--- config.mk ---
export PLATFORM = sky130hd
export DESIGN_NAME = framed_record_scan_and_free_run_finder_top
export DESIGN_NICKNAME = d
export VERILOG_FILES = /design/src/design/frsf_pkg.sv /design/src/design/frsf_in_stage.sv /design/src/design/frsf_scan_core.sv /design/src/design/frsf_out_queue.sv /design/src/design/framed_record_scan_and_free_run_finder_top.sv
export SDC_FILE = /design/constraint.sdc
export NUM_CORES = 1
export LEC_CHECK = 0
export BUFFER_PORTS_ARGS = -buffer_cell sky130_fd_sc_hd__buf_2
export CAP_MARGIN = 20
export CORE_UTILIZATION = 57
export DETAILED_ROUTE_END_ITERATION = 8
export PLACE_DENSITY = 0.77
export SLEW_MARGIN = 20
export SYNTH_ARGS = -nofsm -noshare
export SYNTH_HDL_FRONTEND = slang
export SYNTH_SLANG_ARGS = --single-unit
export TNS_END_PERCENT = 50
--- constraint.sdc ---
create_clock -name clk -period 23.8 [get_ports clk]
set_input_delay 4.76 -clock clk [delete_from_list [all_inputs] [get_ports clk]]
set_output_delay 4.76 -clock clk [all_outputs]
set_load 0.05 [all_outputs]
--- src/design/frsf_pkg.sv ---
// ----------------------------------------------------------------------------
// frsf_pkg
// shared types, constants and the sync word table of the record scanner
// ----------------------------------------------------------------------------
`default_nettype none

package frsf_pkg;

    // image size bound and position counter width
    localparam int IMAGE_BYTES  = 4096;
    localparam int POS_W        = (IMAGE_BYTES > 4096) ? $clog2(IMAGE_BYTES) : 12;
    localparam int OFFSET_W     = 12;

    // free run bookkeeping
    localparam int RUN_W        = 9;
    localparam int RUN_SAT      = 261;
    localparam int HEADER_BYTES = 6;

    // result queue
    localparam int QUEUE_DEPTH  = 4;
    localparam int QPTR_W       = $clog2(QUEUE_DEPTH);

    // event codes
    typedef enum logic [1:0] {
        KIND_RECORD = 2'd0,
        KIND_FREE   = 2'd1,
        KIND_NOROOM = 2'd2
    } event_kind_t;

    // one input transaction
    typedef struct packed {
        logic [7:0] mem_byte;
        logic       last_byte;
    } frsf_item_t;

    // one result transaction
    typedef struct packed {
        event_kind_t         event_kind;
        logic [OFFSET_W-1:0] event_offset;
        logic [7:0]          record_type;
        logic [7:0]          record_length;
        logic                last_result;
    } frsf_result_t;

    // results caused by one input byte, in delivery order
    typedef struct packed {
        logic [1:0]   count;
        frsf_result_t first;
        frsf_result_t second;
    } frsf_batch_t;

    // sync word 5C 0F FE E1, indexed by bytes already matched
    function automatic logic [7:0] sync_byte(input logic [1:0] idx);
        logic [7:0] val;
        unique case (idx)
            2'd0: val = 8'h5C;
            2'd1: val = 8'h0F;
            2'd2: val = 8'hFE;
            2'd3: val = 8'hE1;
        endcase
        return val;
    endfunction

endpackage

`default_nettype wire

--- src/design/frsf_in_stage.sv ---
// ----------------------------------------------------------------------------
// frsf_in_stage
// input register: holds one byte until the scan core consumes it
// ----------------------------------------------------------------------------
`default_nettype none

module frsf_in_stage
    import frsf_pkg::*;
(
    input  wire logic       clk,
    input  wire logic       rst_n,
    input  wire logic       in_valid,
    output logic            in_ready,
    input  wire frsf_item_t in_item,
    input  wire logic       take,
    output logic            hold_valid,
    output frsf_item_t      hold_item
);

    logic       valid_reg;
    logic       valid_next;
    frsf_item_t item_reg;

    // free when empty or when the held byte leaves this cycle
    assign in_ready   = !valid_reg || take;
    assign valid_next = in_ready ? in_valid : valid_reg;

    // occupancy flag
    always_ff @(posedge clk or negedge rst_n)
    begin
        if (!rst_n)
        begin
            valid_reg <= 1'b0;
        end
        else
        begin
            valid_reg <= valid_next;
        end
    end

    // payload capture
    always_ff @(posedge clk)
    begin
        if (in_ready && in_valid)
        begin
            item_reg <= in_item;
        end
    end

    assign hold_valid = valid_reg;
    assign hold_item  = item_reg;

endmodule

`default_nettype wire

--- src/design/frsf_scan_core.sv ---
// ----------------------------------------------------------------------------
// frsf_scan_core
// sync word hunt, record header capture, payload skip and free run tracking
// ----------------------------------------------------------------------------
`default_nettype none

module frsf_scan_core
    import frsf_pkg::*;
(
    input  wire logic       clk,
    input  wire logic       rst_n,
    input  wire logic       cfg_wr_en,
    input  wire logic [7:0] cfg_wr_data,
    input  wire logic       fire,
    input  wire frsf_item_t item,
    output frsf_batch_t     batch
);

    typedef enum logic [1:0] {
        PH_HUNT,
        PH_TYPE,
        PH_LEN,
        PH_SKIP
    } phase_t;

    phase_t             phase_reg;
    phase_t             phase_next;
    logic [1:0]         matched_reg;
    logic [1:0]         matched_next;
    logic [7:0]         skip_reg;
    logic [7:0]         skip_next;
    logic [RUN_W-1:0]   run_reg;
    logic [RUN_W-1:0]   run_next;
    logic [POS_W-1:0]   pos_reg;
    logic [POS_W-1:0]   start_reg;
    logic [POS_W-1:0]   start_next;
    logic [7:0]         type_reg;
    logic [7:0]         type_next;
    logic               room_reg;
    logic               room_next;
    logic [7:0]         req_len_reg;

    logic               is_last;
    logic               run_clear;
    logic [2:0]         held_count;
    logic [POS_W-1:0]   end_pos;
    logic               rec_hit;
    logic [RUN_W-1:0]   target;
    logic [RUN_W-1:0]   run_sum;
    logic               free_hit;
    logic               noroom_hit;
    logic [POS_W-1:0]   start_pos;
    logic [POS_W-1:0]   free_off;
    frsf_result_t       rec_res;
    frsf_result_t       free_res;
    frsf_result_t       noroom_res;

    assign is_last = item.last_byte || (pos_reg >= POS_W'(IMAGE_BYTES - 1));

    // phase decode and sync word matching
    always_comb
    begin
        phase_next   = phase_reg;
        matched_next = matched_reg;
        skip_next    = skip_reg;
        start_next   = start_reg;
        type_next    = type_reg;
        run_clear    = 1'b0;
        held_count   = 3'd0;
        end_pos      = pos_reg;
        rec_hit      = 1'b0;
        unique case (phase_reg)
            PH_TYPE:
            begin
                type_next  = item.mem_byte;
                phase_next = PH_LEN;
            end
            PH_LEN:
            begin
                rec_hit    = 1'b1;
                skip_next  = item.mem_byte;
                phase_next = (item.mem_byte != 8'd0) ? PH_SKIP : PH_HUNT;
            end
            PH_SKIP:
            begin
                skip_next = skip_reg - 8'd1;
                if (skip_reg == 8'd1)
                begin
                    phase_next = PH_HUNT;
                end
            end
            PH_HUNT:
            begin
                if (item.mem_byte == sync_byte(matched_reg))
                begin
                    if (matched_reg == 2'd0)
                    begin
                        start_next = pos_reg;
                    end
                    if (matched_reg == 2'd3)
                    begin
                        matched_next = 2'd0;
                        run_clear    = 1'b1;
                        phase_next   = PH_TYPE;
                    end
                    else
                    begin
                        matched_next = matched_reg + 2'd1;
                    end
                end
                else if (item.mem_byte == sync_byte(2'd0))
                begin
                    // broken match: held bytes go free, this byte opens a new match
                    held_count   = {1'b0, matched_reg};
                    start_next   = pos_reg;
                    matched_next = 2'd1;
                    end_pos      = pos_reg - POS_W'(1);
                end
                else
                begin
                    // broken match or plain byte: held bytes and this one go free
                    held_count   = {1'b0, matched_reg} + 3'd1;
                    matched_next = 2'd0;
                end
            end
        endcase
        // partial sync word at image end counts as free
        if (is_last && (phase_next == PH_HUNT))
        begin
            held_count = held_count + {1'b0, matched_next};
            end_pos    = pos_reg;
        end
    end

    // free run threshold, first crossing position and saturation
    assign target    = RUN_W'(req_len_reg) + RUN_W'(HEADER_BYTES);
    assign run_sum   = run_reg + RUN_W'(held_count);
    assign free_hit  = !room_reg && (held_count != 3'd0) && (run_sum >= target);
    assign start_pos = end_pos - POS_W'(held_count) + POS_W'(1);
    assign free_off  = (run_reg >= target) ? (start_pos - POS_W'(target) + POS_W'(1))
                                           : (start_pos - POS_W'(run_reg));
    assign run_next  = run_clear ? '0
                     : ((run_sum > RUN_W'(RUN_SAT)) ? RUN_W'(RUN_SAT) : run_sum);
    assign room_next  = room_reg || free_hit;
    assign noroom_hit = is_last && !room_next;

    // result formatting
    always_comb
    begin
        rec_res               = '0;
        rec_res.event_kind    = KIND_RECORD;
        rec_res.event_offset  = start_reg[OFFSET_W-1:0];
        rec_res.record_type   = type_reg;
        rec_res.record_length = item.mem_byte;

        free_res              = '0;
        free_res.event_kind   = KIND_FREE;
        free_res.event_offset = free_off[OFFSET_W-1:0];

        noroom_res             = '0;
        noroom_res.event_kind  = KIND_NOROOM;
        noroom_res.last_result = 1'b1;

        batch.count  = {1'b0, rec_hit} + {1'b0, free_hit} + {1'b0, noroom_hit};
        batch.second = noroom_res;
        if (rec_hit)
        begin
            batch.first = rec_res;
        end
        else if (free_hit)
        begin
            batch.first = free_res;
        end
        else
        begin
            batch.first = noroom_res;
        end
        batch.first.last_result = (batch.count == 2'd1);
    end

    // scan state, cleared at reset and after the final byte of an image
    always_ff @(posedge clk or negedge rst_n)
    begin
        if (!rst_n)
        begin
            phase_reg   <= PH_HUNT;
            matched_reg <= 2'd0;
            skip_reg    <= 8'd0;
            run_reg     <= '0;
            pos_reg     <= '0;
            start_reg   <= '0;
            type_reg    <= 8'd0;
            room_reg    <= 1'b0;
            req_len_reg <= 8'd0;
        end
        else
        begin
            if (cfg_wr_en)
            begin
                req_len_reg <= cfg_wr_data;
            end
            if (fire)
            begin
                if (is_last)
                begin
                    phase_reg   <= PH_HUNT;
                    matched_reg <= 2'd0;
                    skip_reg    <= 8'd0;
                    run_reg     <= '0;
                    pos_reg     <= '0;
                    start_reg   <= '0;
                    type_reg    <= 8'd0;
                    room_reg    <= 1'b0;
                end
                else
                begin
                    phase_reg   <= phase_next;
                    matched_reg <= matched_next;
                    skip_reg    <= skip_next;
                    run_reg     <= run_next;
                    pos_reg     <= pos_reg + POS_W'(1);
                    start_reg   <= start_next;
                    type_reg    <= type_next;
                    room_reg    <= room_next;
                end
            end
        end
    end

endmodule

`default_nettype wire

--- src/design/frsf_out_queue.sv ---
// ----------------------------------------------------------------------------
// frsf_out_queue
// result register queue: takes up to two results a cycle, hands out one
// ----------------------------------------------------------------------------
`default_nettype none

module frsf_out_queue
    import frsf_pkg::*;
(
    input  wire logic        clk,
    input  wire logic        rst_n,
    input  wire logic        push,
    input  wire frsf_batch_t batch,
    output logic             room,
    output logic             out_valid,
    input  wire logic        out_ready,
    output frsf_result_t     out_result
);

    frsf_result_t        entry_reg [QUEUE_DEPTH];
    logic [QPTR_W-1:0]   wptr_reg;
    logic [QPTR_W-1:0]   rptr_reg;
    logic [QPTR_W:0]     count_reg;
    logic [QPTR_W:0]     count_next;
    logic [1:0]          push_n;
    logic                pop;

    assign push_n     = push ? batch.count : 2'd0;
    assign pop        = out_valid && out_ready;
    assign count_next = count_reg + (QPTR_W+1)'(push_n) - (QPTR_W+1)'(pop);

    // space for a full batch of two without looking at the receiver
    assign room = (count_reg <= (QPTR_W+1)'(QUEUE_DEPTH - 2));

    // pointers and fill level
    always_ff @(posedge clk or negedge rst_n)
    begin
        if (!rst_n)
        begin
            wptr_reg  <= '0;
            rptr_reg  <= '0;
            count_reg <= '0;
        end
        else
        begin
            wptr_reg  <= wptr_reg + QPTR_W'(push_n);
            rptr_reg  <= rptr_reg + QPTR_W'(pop);
            count_reg <= count_next;
        end
    end

    // entry storage
    always_ff @(posedge clk)
    begin
        if (push_n != 2'd0)
        begin
            entry_reg[wptr_reg] <= batch.first;
        end
        if (push_n == 2'd2)
        begin
            entry_reg[wptr_reg + QPTR_W'(1)] <= batch.second;
        end
    end

    assign out_valid  = (count_reg != '0);
    assign out_result = entry_reg[rptr_reg];

endmodule

`default_nettype wire

--- src/design/framed_record_scan_and_free_run_finder_top.sv ---
// ----------------------------------------------------------------------------
// framed_record_scan_and_free_run_finder_top
// sync word framed record scanner with free run finder
// ----------------------------------------------------------------------------
// Usage:
//   s_axis carries one image byte per transaction (tdata[7:0]); tlast marks
//   the final byte of an image. The byte at the image size bound also ends it.
//   m_axis carries events: tuser is the kind (record, free run, no room),
//   tdata the offset, record type and record length; tlast marks the last
//   event caused by one input byte. A byte causes zero, one or two events.
//   cfg_wr_en/cfg_wr_data load the requested payload length; write it only
//   while no byte is in flight and all events have been taken.
//   Event path: input register then result queue; an event is valid on m_axis
//   once its byte has left the input register and its events are queued.
//   Throughput: one byte per cycle while the queue has room for two events;
//   only the final byte of an image can cause two events; the queue takes both.
//   Reset clears the scan state and the length register to zero.
//   When the receiver stalls, events collect in a four-entry queue and input
//   is held off once fewer than two entries are free; nothing is dropped.
// ----------------------------------------------------------------------------
`default_nettype none

module framed_record_scan_and_free_run_finder_top
    import frsf_pkg::*;
(
    input  wire logic        clk,
    input  wire logic        rst_n,
    // configuration
    input  wire logic        cfg_wr_en,
    input  wire logic [7:0]  cfg_wr_data,
    // image byte stream
    input  wire logic        s_axis_tvalid,
    output logic             s_axis_tready,
    input  wire logic [7:0]  s_axis_tdata,   // [7:0] mem_byte
    input  wire logic        s_axis_tlast,   // last_byte
    // event stream
    output logic             m_axis_tvalid,
    input  wire logic        m_axis_tready,
    output logic [31:0]      m_axis_tdata,   // [11:0] event_offset, [19:12] record_type,
                                             // [27:20] record_length, [31:28] zero
    output logic [1:0]       m_axis_tuser,   // [1:0] event_kind
    output logic             m_axis_tlast    // last_result
);

    frsf_item_t   in_item;
    frsf_item_t   hold_item;
    logic         hold_valid;
    logic         take;
    logic         queue_room;
    frsf_batch_t  batch;
    frsf_result_t out_result;

    assign in_item.mem_byte  = s_axis_tdata;
    assign in_item.last_byte = s_axis_tlast;

    // a held byte is processed whenever the queue can absorb its events
    assign take = hold_valid && queue_room;

    frsf_in_stage u_in_stage (
        .clk        (clk),
        .rst_n      (rst_n),
        .in_valid   (s_axis_tvalid),
        .in_ready   (s_axis_tready),
        .in_item    (in_item),
        .take       (take),
        .hold_valid (hold_valid),
        .hold_item  (hold_item)
    );

    frsf_scan_core u_scan_core (
        .clk         (clk),
        .rst_n       (rst_n),
        .cfg_wr_en   (cfg_wr_en),
        .cfg_wr_data (cfg_wr_data),
        .fire        (take),
        .item        (hold_item),
        .batch       (batch)
    );

    frsf_out_queue u_out_queue (
        .clk        (clk),
        .rst_n      (rst_n),
        .push       (take),
        .batch      (batch),
        .room       (queue_room),
        .out_valid  (m_axis_tvalid),
        .out_ready  (m_axis_tready),
        .out_result (out_result)
    );

    // output packing
    assign m_axis_tdata = {4'd0, out_result.record_length, out_result.record_type,
                           out_result.event_offset};
    assign m_axis_tuser = out_result.event_kind;
    assign m_axis_tlast = out_result.last_result;

endmodule

`default_nettype wire

# Word level (Yosys, flattened, before mapping)
# Memory sizes are Yosys's and may differ from the RTL's.
# Cells that the tools add are included.
# W data, S select, Z words.
[totals] memories=1 regBits=79 ram_bits=124 out_inout_bits=37
[classes] n_reduce_logical=27 n_addsub=20 n_mux=47 n_eq_ne=12 order_cmp=5
[memory_table] name="u_out_queue.entry_reg" depth=4 word_bits=31 rd=1 rd_clocked_by_memory_dff=0 write_ports=2 line_no="frsf_out_queue.sv:20" source="frsf_result_t entry_reg [QUEUE_DEPTH];"
[ops] operator="$mux W12" n=11
[ops] operator="$mux W31" n=2
[ops] operator="$add A12 B1 Y12 const B" n=3
[ops] operator="$mux W8" n=4
[ops] operator="$pmux W8 S4" n=1
[ops] operator="$mux W9" n=3
[ops] operator="$sub A12 B9 Y12" n=2
[ops] operator="$mux W2" n=10
[ops] operator="$ge A9 B9 Y1" n=2
[ops] operator="$pmux W8 S2" n=1
[ops] operator="$ge A12 B12 Y1 const B" n=1
[ops] operator="$mux W3" n=4
[ops] operator="$reduce_bool A3 Y1" n=4
[ops] operator="$sub A12 B1 Y12 const B" n=1
[ops] operator="$sub A12 B3 Y12" n=1
[ops] operator="$eq A2 B2 Y1 const B" n=5
[ops] operator="$mux W1" n=10
[ops] operator="$add A8 B3 Y9 const B" n=1
[ops] operator="$add A9 B3 Y9" n=1
[ops] operator="$gt A9 B9 Y1 const B" n=1
[ops] operator="$eq A8 B1 Y1 const B" n=1
[ops] operator="$eq A8 B7 Y1 const B" n=1
[ops] operator="$eq A8 B8 Y1" n=1
[ops] operator="$pmux W2 S4" n=1
[ops] operator="19 further kinds" n=39

# Longest topological paths before layout
# Gate-level depths: netlist of the first run.
[logic_depth] depth_word=20 ltp_mapped=34 mapped_depth_nobuf=30

# Modules after synthesis
# Synthesis of the first run repeated with hierarchy kept, for this count alone.
[hier_totals] hier_cells=1135 area_unflattened_um2=13271.5
[modules_own_cells] mod="frsf_out_queue" cells_each=345 area_per_inst_um2=6508.7 instances=1
[modules_own_cells] mod="frsf_scan_core" cells_each=771 area_per_inst_um2=6398.6 instances=1
[modules_own_cells] mod="frsf_in_stage" cells_each=13 area_per_inst_um2=324.1 instances=1
[modules_own_cells] mod="framed_record_scan_and_free_run_finder_top" cells_each=6 area_per_inst_um2=40.0 instances=1

# Worst setup path before layout of the first run
# OpenSTA, ideal clock, no wires.
[synth_timing] path_type="register to register" startpoint="register u_scan_core.matched_reg[1]" endpoint="memory u_out_queue.entry_reg[1][10] (netlist bit)" required_ps=23668 arrival_ps=7461 path_stages_with_launch=31 slack_ps=16207 path_buffers=3 setup_ps=132 synth_period_minus_slack_ps=7593 path_cell_list="dfrtp_1 > inv_1 > ha_1 > or4_1 > a211oi_1 > buf_2 > mux2i_1 > o21ai_0 > ha_1 > inv_1 > fa_1 > nor4_1 > xor2_1 > ha_1 > a21oi_1 > nor2_1 > xnor2_1 > inv_1 > ha_1 > a21o_1 > a2111oi_0 > o21ai_0 > o211ai_4 > buf_6 > nand2_1 > fa_1 > nor2_1 > nand2_1 > nor3_1 > clkbuf_1 > a21oi_1"
[synth_rtl] item="start: declaration" line_no="frsf_scan_core.sv:28" source="logic [1:0] matched_reg;"
[synth_rtl] item="start signal: assignment" line_no="frsf_scan_core.sv:218" source="matched_reg <= matched_next;"
[synth_rtl] item="end: declaration" line_no="frsf_out_queue.sv:20"

==> metrics.cfg, run 1 <==
[run_status]
status = finished clean

[power_and_ir_drop]
p_leak_nw = 5.350
power_density_nw_per_um2 = 144.0
ir_drop_mv = 0.06504

[final_layout]
drive_above_1_share_pct = 13.96
area_growth_pct = 9.584
multi_input_comb_area_um2 = 6800
largest_reg_flops = 124
ff_latch_area_um2 = 4506
n_antenna_cell = 0
nFillCells = 1661
nNetsFinal = 1423

[clock_tree]
clock_latency_ns = 0.53
clockRootBuffer = clkbuf_16
cts-resized-gates = 0
numCtsBuffers = 23
ctsHoldBuffers = 0
ctsLongestPathBuffers = 3
cts_setup_buffers = 0
cts_tree = done
cts.reportedPaths.clkPinSlew_ns = 0.06
clock-sinks = 203
htree_levels = 1

[worst_setup_path]
crit_arrival_ns = 9.34
cp-end-kind = register
timing.critical_path.mode_cell = ha_1
cp_top_family = simple AND/OR/NAND/NOR gates
cp_max_fo = 27
slowest_stage = nor2_1
max_stage_delay_ns = 0.71
required_ns = 24.27
critical_path_buf_inv_count = 5
criticalPathCategory = register to register
worstSetupStartpointType = register

[timing]
worst_pin_slew_ns = 1.023
drv_slew = 0
skew_ns = 0.01631
rsz0062_at_grt = false
clock.fmax_mhz = 112.7
fin_crit_sh_pct = 37.29
relSlewSlack_pct = 31.77
worst_slack_ns = 14.93
post-route-min-period_ns = 8.874
setup_viol = 0
finalSetupTns_ns = 0
finalHoldViolCount = 0

[global_routing]
grt_pass1_vias = 9605
grtUsageMet1_pct = 38.24
gr-usage-met3_pct = 3.938
gr-usage-met2_pct = 45.93
grt_pass1_wl_um = 48960
grt_overflow = 0
grt_max_degree = 87
grt_util_all_layers_pct = 28.19
antenna_found_initial = 0
top_usage_layer = met2

[die]
num_rows = 52
start_util_pct = 58.46
io_pins = 59
die_area_um2 = 21400
core-area_um2 = 20300
fp.dieW_um = 146.3
fp.dieH_um = 146.3

[placement]
portBuffers = 54
gp_congestion = 0.8610
dp_slack_ns = 15.09
hpwl_um = 20530

[route]
vias = 10006
routedWlPerCell_um = 18.61
drt_pass1_iterations = 7
first_iter_violations = 717
wl_um = 29810
drc = 0
viasPerCell = 6.246
antenna_left = 0

[synth]
synth_warnings = 0
netlist_area_um2 = 11870
synth_seq_cells = 203
ys_types = 80
async_flop_share_pct = 34.48
ys_seq_area_share_pct = 37.95
synthFlopType = dfxtp_1
synth_edf_count = 9
synthCells = 1311
syn-mean-instance-area_um2 = 9.052

[run]
maxCapViolations = 0

[min_path]
hp-class = register to register

## cell type report
cell class | instances | share of cell area [%]
Clock inverter | 10 | 0.5965
Clock buffer | 32 | 5.397
Multi-Input combinational cell | 965 | 52.29
Sequential cell | 203 | 34.64
Inverter | 53 | 1.530
Timing Repair Buffer | 69 | 2.944
Tap cell | 270 | 2.598
## worst register-to-register path, delay by kind of cell, from the launching register on
family | cells | cell delay, ns
XOR/XNOR | 2 | 0.65
flip-flops | 1 | 0.44
AND/OR/NAND/NOR | 8 | 2.95
adder cells (fa/ha/maj) | 6 | 1.93
AO/OA/AOI/OAI | 8 | 2.03
multiplexers | 1 | 0.09
buffers and inverters | 5 | 0.77
## layer usage
| metal | up-vias | share of wire (%) |
|---|---|---|
| met2 | 353 | 47 |
| met5 | - | 0 |
| met1 | 4847 | 43 |
| li1 | 4743 | - |
| met3 | 63 | 6.9 |
| met4 | 0 | 2.7 |
## power breakdown
group | switching [mW] | internal (mW) | leakage [nW]
Clock | 0.150 | 0.209 | 0.385
Combinational | 0.585 | 0.377 | 2.93
Sequential | 0.102 | 0.450 | 2.03
## cells in the mapped netlist (all sizes together) (12+ instances only)
master,n,area share [%]
a21o,12,0.76
clkbuf,67,2.1
nand2b,22,1.2
nand2,129,4.1
o21ai,98,4.1
nor4,14,0.84
nor2,67,2.3
buf,26,1.2
ha,79,8.3
dfrtp,70,15
nor3,26,1.1
dfxtp,124,21
xnor2,37,2.7
nand3,78,3.3
o22ai,26,1.4
mux4,31,5.9
inv,53,1.7
a22o,22,1.6
a21oi,158,7.0
xor2,16,1.2
## path summary, 6_finish.rpt
kind                                              start                            to  slack, ns  cells past startpoint
setup / recovery             u_scan_core.matched_reg[1]  u_out_queue.entry_reg[2][30]      14.93                     30
hold / removal             u_out_queue.entry_reg[1][10]  u_out_queue.entry_reg[1][10]       0.45                      2
setup reg to reg             u_scan_core.matched_reg[1]  u_out_queue.entry_reg[2][30]      14.93                     30
hold reg to reg            u_out_queue.entry_reg[1][10]  u_out_queue.entry_reg[1][10]       0.45                      2
max in group asynchronous                         rst_n       u_out_queue.rptr_reg[1]      18.68                      2
min in group asynchronous                         rst_n    u_scan_core.req_len_reg[5]       4.41                      2
## layout by cell type (no fill, tap or decap), types with 5 or more instances in the layout
master       n
a21oi_1    146
nand2_1    129
dfxtp_1    124
o21ai_0     95
ha_1        79
nand3_1     78
dfrtp_1     69
nor2_1      61
buf_2       54
inv_1       53
xnor2_1     37
mux4_2      31
o22ai_1     26
clkbuf_16   25
nor3_1      23
nand2b_1    22
a22o_1      22
xor2_1      16
buf_4       15
nor4_1      12
a21o_1      12
a21oi_2     12
mux2i_1      9
nor2b_1      9
or3_1        9
edfxtp_1     9
and3_1       8
fa_1         7
and2_1       6
o21a_1       6
mux2_2       6
a31oi_1      6
nand4_1      5
a211oi_1     5
clkinv_2     5
clkbuf_8     5
## per-stage QoR
stage | hold slack (ns) | instance area [um^2] | power [mW] | util [%] | std cells
floorplan | 0.4310 | 11880 | 1.290 | - | 1314
global placement | 0.4387 | 12230 | 1.472 | 60.23 | 1560
detailed placement | 0.4447 | 12230 | 1.503 | 60.23 | 1560
CTS | 0.4537 | 13010 | 1.868 | 64.07 | 1602
global route | 0.4693 | 13010 | 1.999 | 64.07 | 1602
finish | 0.4514 | 13010 | 1.872 | 64.07 | 1602
## cell families after synthesis
family	Yosys count	share of synthesized area (%)
xor+xnor	53	3.911
flops	203	37.95
fa+ha+maj	86	9.510
mux	47	7.327
other cells	1	0.03160
simple gates	392	16.09
compound gates	383	20.13
buf+inv	146	5.050
No activity file was read; power rests on OpenSTA's default activity.
==> run 2: changes to the inputs <==
--- a/config.mk
+++ b/config.mk
@@ -7,9 +7,9 @@
 export LEC_CHECK = 0
 export BUFFER_PORTS_ARGS = -buffer_cell sky130_fd_sc_hd__buf_2
 export CAP_MARGIN = 20
-export CORE_UTILIZATION = 57
+export CORE_UTILIZATION = 56
 export DETAILED_ROUTE_END_ITERATION = 8
-export PLACE_DENSITY = 0.77
+export PLACE_DENSITY = 0.79
 export SLEW_MARGIN = 20
 export SYNTH_ARGS = -nofsm -noshare
 export SYNTH_HDL_FRONTEND = slang
==> constraint.sdc (replaced) <==
create_clock -name clk -period 7.95 [get_ports clk]
set_input_delay 1.59 -clock clk [delete_from_list [all_inputs] [get_ports clk]]
set_output_delay 1.59 -clock clk [all_outputs]
set_load 0.05 [all_outputs]
==> run 2 against run 1 <==
Against the previous run:
- global-route usage shrank 0.44 points
- utilization shrank 0.20 points
- sequential share of layout area shrank 0.23 points
- critical endpoint is now u_out_queue.entry_reg[2][28]
- final cell count grew 0.37%
- non-clock buffer count grew 9
- clock skew is essentially flat
- final area grew 0.65%
- die area grew 1.8%
==> metrics.cfg, run 2 (same netlist as run 1, synthesis figures left out) <==
[die]
start_util_pct = 57.91  ; -0.56 points
core-area_um2 = 20490  ; +0.96%
fp.dieW_um = 147.6  ; +0.88%
die_area_um2 = 21780  ; +1.8%
fp.dieH_um = 147.6  ; +0.88%
num_rows = 52  ; unchanged
io_pins = 59  ; unchanged

[final_layout]
layout_commonest_cell = a21oi_1
multi_input_comb_area_um2 = 6855  ; +0.81%
drive_above_1_share_pct = 15.17  ; +1.2 points
ff_latch_area_um2 = 4506  ; unchanged
nNetsFinal = 1431  ; +0.56%
largest_reg_flops = 124  ; unchanged
nFillCells = 1676  ; +0.90%
area_growth_pct = 10.30
final_cell_area_um2 = 13090  ; +0.65%
n_antenna_cell = 0  ; unchanged
mostFrequentLayoutCells = a21oi_1, nand2_1, dfxtp_1

[global_routing]
grt_util_all_layers_pct = 27.75  ; -0.44 points
antenna_found_initial = 0  ; unchanged
grt_pass1_vias = 9671  ; +0.69%
grt_overflow = 0  ; unchanged
grt_max_degree = 88  ; +1.1%
grt_pass1_wl_um = 49100  ; +0.28%

[timing]
fin_crit_sh_pct = 94.08  ; +57 points
skew_ns = 0.01630  ; -0.000007500 ns
setup_viol = 0  ; unchanged
relSlewSlack_pct = 33.81  ; +2.0 points
drv_slew = 0  ; unchanged
clock.fmax_mhz = 133.7  ; +19%
post-route-min-period_ns = 7.480  ; -1.394 ns
worst_pin_slew_ns = 0.9928  ; -0.03055 ns
finalHoldViolCount = 0  ; unchanged

[worst_setup_path]
rr_startpoint = u_scan_core.matched_reg[1]
max_stage_delay_ns = 0.57  ; -0.14 ns
worstReg2RegEnd = u_out_queue.entry_reg[2][28]
criticalPathCategory = register to register
worstSetupStartpointType = register
cp-end-kind = register
ff2ff_path_depth = 30  ; unchanged
slowest_stage = or4_1
cp_max_fo = 7  ; -74%
timing.critical_path.mode_cell = ha_1
r2r_setup_slack_ns = 0.47  ; -14.46 ns
required_ns = 8.31  ; -15.96 ns
crit_arrival_ns = 7.84  ; -1.50 ns

[route]
routedWlPerCell_um = 18.59  ; -0.11%
antenna_left = 0  ; unchanged
vias = 10149  ; +1.4%
viasPerCell = 6.312  ; +1.1%
wl_um = 29890  ; +0.27%
drc = 0  ; unchanged
first_iter_violations = 795  ; +11%
drt_pass1_iterations = 6  ; -1

[min_path]
hold_depth = 2  ; unchanged
whs_endpoint = u_out_queue.entry_reg[3][5]
min_from = u_out_queue.entry_reg[3][5]
hp-class = register to register

[power_and_ir_drop]
finalPower_mw = 5.548  ; +200%
ir_drop_mv = 0.1902  ; +190%
p_leak_nw = 5.375  ; +0.47%
power_density_nw_per_um2 = 423.8  ; +190%

[placement]
portBuffers = 54  ; unchanged
gp_congestion = 0.8945  ; +3.9%
placed_cell_area_um2 = 12280  ; +0.43%
hpwl_um = 20380  ; -0.73%

[clock_tree]
ctsHoldBuffers = 0  ; unchanged
clock_latency_ns = 0.51  ; -0.02 ns
ctsLongestPathBuffers = 3  ; unchanged
clock-sinks = 203  ; unchanged
clockRootBuffer = clkbuf_16
cts_tree = done
cts.reportedPaths.clkPinSlew_ns = 0.06  ; about the same
numCtsBuffers = 22  ; -4.3%
htree_levels = 1  ; unchanged

[run]
maxCapViolations = 0  ; unchanged

[run_status]
status = finished clean

[run 2: worst max-delay path: cells and delay by family, from the launching register on]
family          cells  cell delay (ns)
buf+inv             5             0.46
flops               1             0.45
mux                 1             0.11
fa+ha+maj           7             2.23
compound gates     11             2.44
xor+xnor            3             0.67
simple gates        3             0.98
[run 2: routing by layer]
metal | global-route usage [%] | routed length [um] | vias up | part of all wire (%)
li1 | - | - | 4775 | -
met3 | 4.074 | 1865 | 54 | 6.2
met5 | 0 | 0 | - | 0
met2 | 46.77 | 14680 | 338 | 49
met4 | 8.402 | 595 | 0 | 2.0
met1 | 36.94 | 12750 | 4982 | 43
[run 2: layout make-up]
type	instances	share of cell area (%)
Clock buffer	33	5.152
Clock inverter	6	0.2485
Inverter	53	1.520
Multi-Input combinational cell	965	52.37
Sequential cell	203	34.42
Tap cell	270	2.581
Timing Repair Buffer	78	3.709
[run 2: power by group]
part / switching, mW / leakage [nW] / internal (mW) / total, mW
Sequential: 0.307 / 2.03 / 1.35 / 1.65
Clock: 0.412 / 0.355 / 0.586 / 0.998
Combinational: 1.75 / 2.99 / 1.14 / 2.90
[run 2: how the worst max path moves through the flow]
stage,endpoint,startpoint
6_report,u_out_queue.entry_reg[2][28],u_scan_core.matched_reg[1]
2_1_floorplan,u_out_queue.entry_reg[1][10],u_scan_core.matched_reg[1]
5_1_grt,u_out_queue.entry_reg[0][24],u_scan_core.matched_reg[1]
3_3_place_gp,u_out_queue.entry_reg[0][30],u_scan_core.matched_reg[1]
4_1_cts,u_out_queue.entry_reg[2][30],u_scan_core.matched_reg[1]
3_5_place_dp,u_out_queue.entry_reg[0][30],u_scan_core.matched_reg[1]
[run 2: timing repair]
item | CTS | global route
resized for setup | 4 | 24
buffers inserted | 0 | 2
pin swaps | 1 | 1
setup endpoints to repair | 38 | 125
gates cloned | 0 | 0
[run 2: through the flow]
| stage | hold WS [ns] | std cells | TNS, ns | util (%) | setup slack (ns) |
|---|---|---|---|---|---|
| global placement | 0.4387 | 1567 | 0 | 59.91 | 0.2047 |
| detailed placement | 0.4449 | 1567 | -0.4523 | 59.91 | -0.07291 |
| finish | 0.4521 | 1608 | 0 | 63.87 | 0.4703 |
| CTS | 0.4534 | 1606 | 0 | 63.43 | 0.02670 |
| global route | 0.4699 | 1608 | -1.266 | 63.87 | -0.07154 |
| floorplan | 0.4310 | 1314 | 0 | - | 0.3567 |
==> run 3: changes to the inputs <==
--- a/config.mk
+++ b/config.mk
@@ -7,9 +7,10 @@
 export LEC_CHECK = 0
 export BUFFER_PORTS_ARGS = -buffer_cell sky130_fd_sc_hd__buf_2
 export CAP_MARGIN = 20
-export CORE_UTILIZATION = 56
+export CORE_UTILIZATION = 57
+export CTS_BUF_LIST = sky130_fd_sc_hd__clkbuf_2 sky130_fd_sc_hd__clkbuf_4 sky130_fd_sc_hd__clkbuf_8
 export DETAILED_ROUTE_END_ITERATION = 8
-export PLACE_DENSITY = 0.79
+export PLACE_DENSITY = 0.8
 export SLEW_MARGIN = 20
 export SYNTH_ARGS = -nofsm -noshare
 export SYNTH_HDL_FRONTEND = slang
==> run 3 against run 2 <==
Against the previous run:
- wire length grew 1.3%
- register-to-register slack gained 0.06 ns
- die area shrank 1.7%
- critical path type unchanged
- final area grew 1.5%
- critical path depth shrank 1
- largest power group unchanged
- utilization grew 1.6 points
- clock skew grew 0.0063 ns
- count of clock-buffer cells in the layout grew 28
==> metrics.cfg, run 3 (same netlist as run 1, synthesis figures left out) <==
[run_status]
status = finished clean

[final_layout]
area_growth_pct = 12.01
final_cell_area_um2 = 13290  ; +1.5%
nNetsFinal = 1460  ; +2.0%
layout_commonest_cell = a21oi_1
drive_above_1_share_pct = 17.68  ; +2.5 points
n_antenna_cell = 0  ; unchanged
mostFrequentLayoutCells = a21oi_1, nand2_1, dfxtp_1
largest_reg_flops = 124  ; unchanged
fin_util_pct = 65.48  ; +1.6 points
fin_cells = 1650  ; +2.6%
nFillCells = 1616  ; -3.6%

[worst_setup_path]
rr_startpoint = u_scan_core.matched_reg[0]
startpoint = u_scan_core.matched_reg[0]
slowest_stage = or4_1
criticalPathCategory = register to register
r2r_setup_slack_ns = 0.53  ; +0.06 ns
worstReg2RegEnd = u_out_queue.entry_reg[0][11]
max_stage_delay_ns = 0.56  ; about the same
crit_arrival_ns = 7.88  ; +0.04 ns
required_ns = 8.41  ; +0.10 ns
worstSetupStartpointType = register
crit_end = u_out_queue.entry_reg[0][11]
cp_max_fo = 33  ; +26
cp-end-kind = register
ff2ff_path_depth = 29  ; -3.3%

[clock_tree]
ctsLongestPathBuffers = 3  ; unchanged
cts_tree = done
clockRootBuffer = clkbuf_8
clock_latency_ns = 0.53  ; +0.02 ns
cts.reportedPaths.clkPinSlew_ns = 0.06  ; about the same
numCtsBuffers = 37  ; +68%
clock-sinks = 203  ; unchanged
htree_levels = 2  ; +1
ctsHoldBuffers = 0  ; unchanged

[power_and_ir_drop]
ir_drop_mv = 0.2538  ; +33%
finalPower_mw = 5.677  ; +2.3%
power_density_nw_per_um2 = 427.1  ; +0.76%
p_leak_nw = 5.537  ; +3.0%

[global_routing]
grt_overflow = 0  ; unchanged
gr-usage-met3_pct = 4.906  ; +0.83 points
grt_max_degree = 88  ; unchanged
grtUsageMet1_pct = 37.65  ; +0.71 points
grt_pass1_vias = 9949  ; +2.9%
antenna_found_initial = 0  ; unchanged
gr-usage-met2_pct = 46.24  ; -0.53 points
grt_util_all_layers_pct = 28.54  ; +0.78 points
top_usage_layer = met2
grt_pass1_wl_um = 49550  ; +0.91%

[timing]
finalSetupTns_ns = 0  ; unchanged
fin_crit_sh_pct = 93.30  ; -0.79 points
relSlewSlack_pct = 32.78  ; -1.0 points
clock.fmax_mhz = 134.8  ; +0.84%
finalHoldViolCount = 0  ; unchanged
setup_viol = 0  ; unchanged
post-route-min-period_ns = 7.417  ; -0.06263 ns
worst_pin_slew_ns = 1.008  ; +0.01542 ns
skew_ns = 0.02265  ; +0.006344 ns
drv_slew = 0  ; unchanged
worst_slack_ns = 0.5329  ; +0.06263 ns
fin_hold_ws_ns = 0.4528  ; +0.0007480 ns

[placement]
placed_cell_area_um2 = 12340  ; +0.49%
gp_congestion = 0.9319  ; +4.2%
dp_slack_ns = -0.06382  ; +0.009095 ns
dp.cells = 1575  ; +0.51%
portBuffers = 54  ; unchanged
hpwl_um = 20700  ; +1.6%

[die]
io_pins = 59  ; unchanged
start_util_pct = 58.46  ; +0.56 points
fp.dieW_um = 146.3  ; -0.87%
die_area_um2 = 21400  ; -1.7%
num_rows = 52  ; unchanged
core-area_um2 = 20300  ; -0.95%
fp.dieH_um = 146.3  ; -0.87%

[min_path]
hp-class = register to register
min_from = u_out_queue.entry_reg[3][10]

[route]
drt_pass1_iterations = 5  ; -1
antenna_left = 0  ; unchanged
routedWlPerCell_um = 18.34  ; -1.3%
viasPerCell = 6.248  ; -1.0%
first_iter_violations = 895  ; +13%
drc = 0  ; unchanged
wl_um = 30260  ; +1.3%
vias = 10310  ; +1.6%

[run]
maxCapViolations = 0  ; unchanged

## run 3: worst max-delay path: cells and delay by family (launching register included)
kind / cells / cell delay, ns
buffers and inverters: 5 / 0.77
flip-flops: 1 / 0.46
adder cells (fa/ha/maj): 6 / 2.09
AO/OA/AOI/OAI: 6 / 1.37
multiplexers: 1 / 0.26
XOR/XNOR: 1 / 0.22
AND/OR/NAND/NOR: 10 / 2.14
## run 3: worst min-delay path by stage
stage / cells after the start / slack, ns / to
after floorplan: 2 / 0.43 / u_out_queue.entry_reg[2][30]
after global placement: 2 / 0.44 / u_out_queue.entry_reg[3][4]
after detailed placement: 2 / 0.44 / u_out_queue.entry_reg[1][8]
after CTS: 2 / 0.45 / u_out_queue.entry_reg[1][8]
after global routing: 2 / 0.47 / u_out_queue.entry_reg[3][10]
final: 2 / 0.45 / u_out_queue.entry_reg[3][10]
## run 3: repair_timing
| action | in CTS | in global routing |
|---|---|---|
| pin swaps | 0 | 3 |
| cloned | 0 | 0 |
| setup buffers | 0 | 8 |
| setup endpoints to repair | 33 | 124 |
| resized for setup | 1 | 16 |
## run 3: metal layers
metal	part of all wire (%)	wire, um
met5	0	0
met4	2.9	881
met3	8.2	2471
met2	47	14330
met1	42	12580
## run 3: cell type report
class / instances / area (um^2) / share of cell area, %
Multi-Input combinational cell: 965 / 6848 / 51.52
Sequential cell: 203 / 4506 / 33.90
Clock buffer: 61 / 770.7 / 5.798
Timing Repair Buffer: 92 / 566.8 / 4.264
Tap cell: 270 / 337.8 / 2.541
Inverter: 53 / 198.9 / 1.497
Clock inverter: 6 / 65.06 / 0.4895
## run 3: report_power, final
| part | internal [mW] | switching [mW] | leakage (nW) |
|---|---|---|---|
| Clock | 0.648 | 0.445 | 0.447 |
| Sequential | 1.35 | 0.297 | 2.03 |
| Combinational | 1.16 | 1.78 | 3.06 |
| Total | 3.15 | 2.52 | 5.54 |
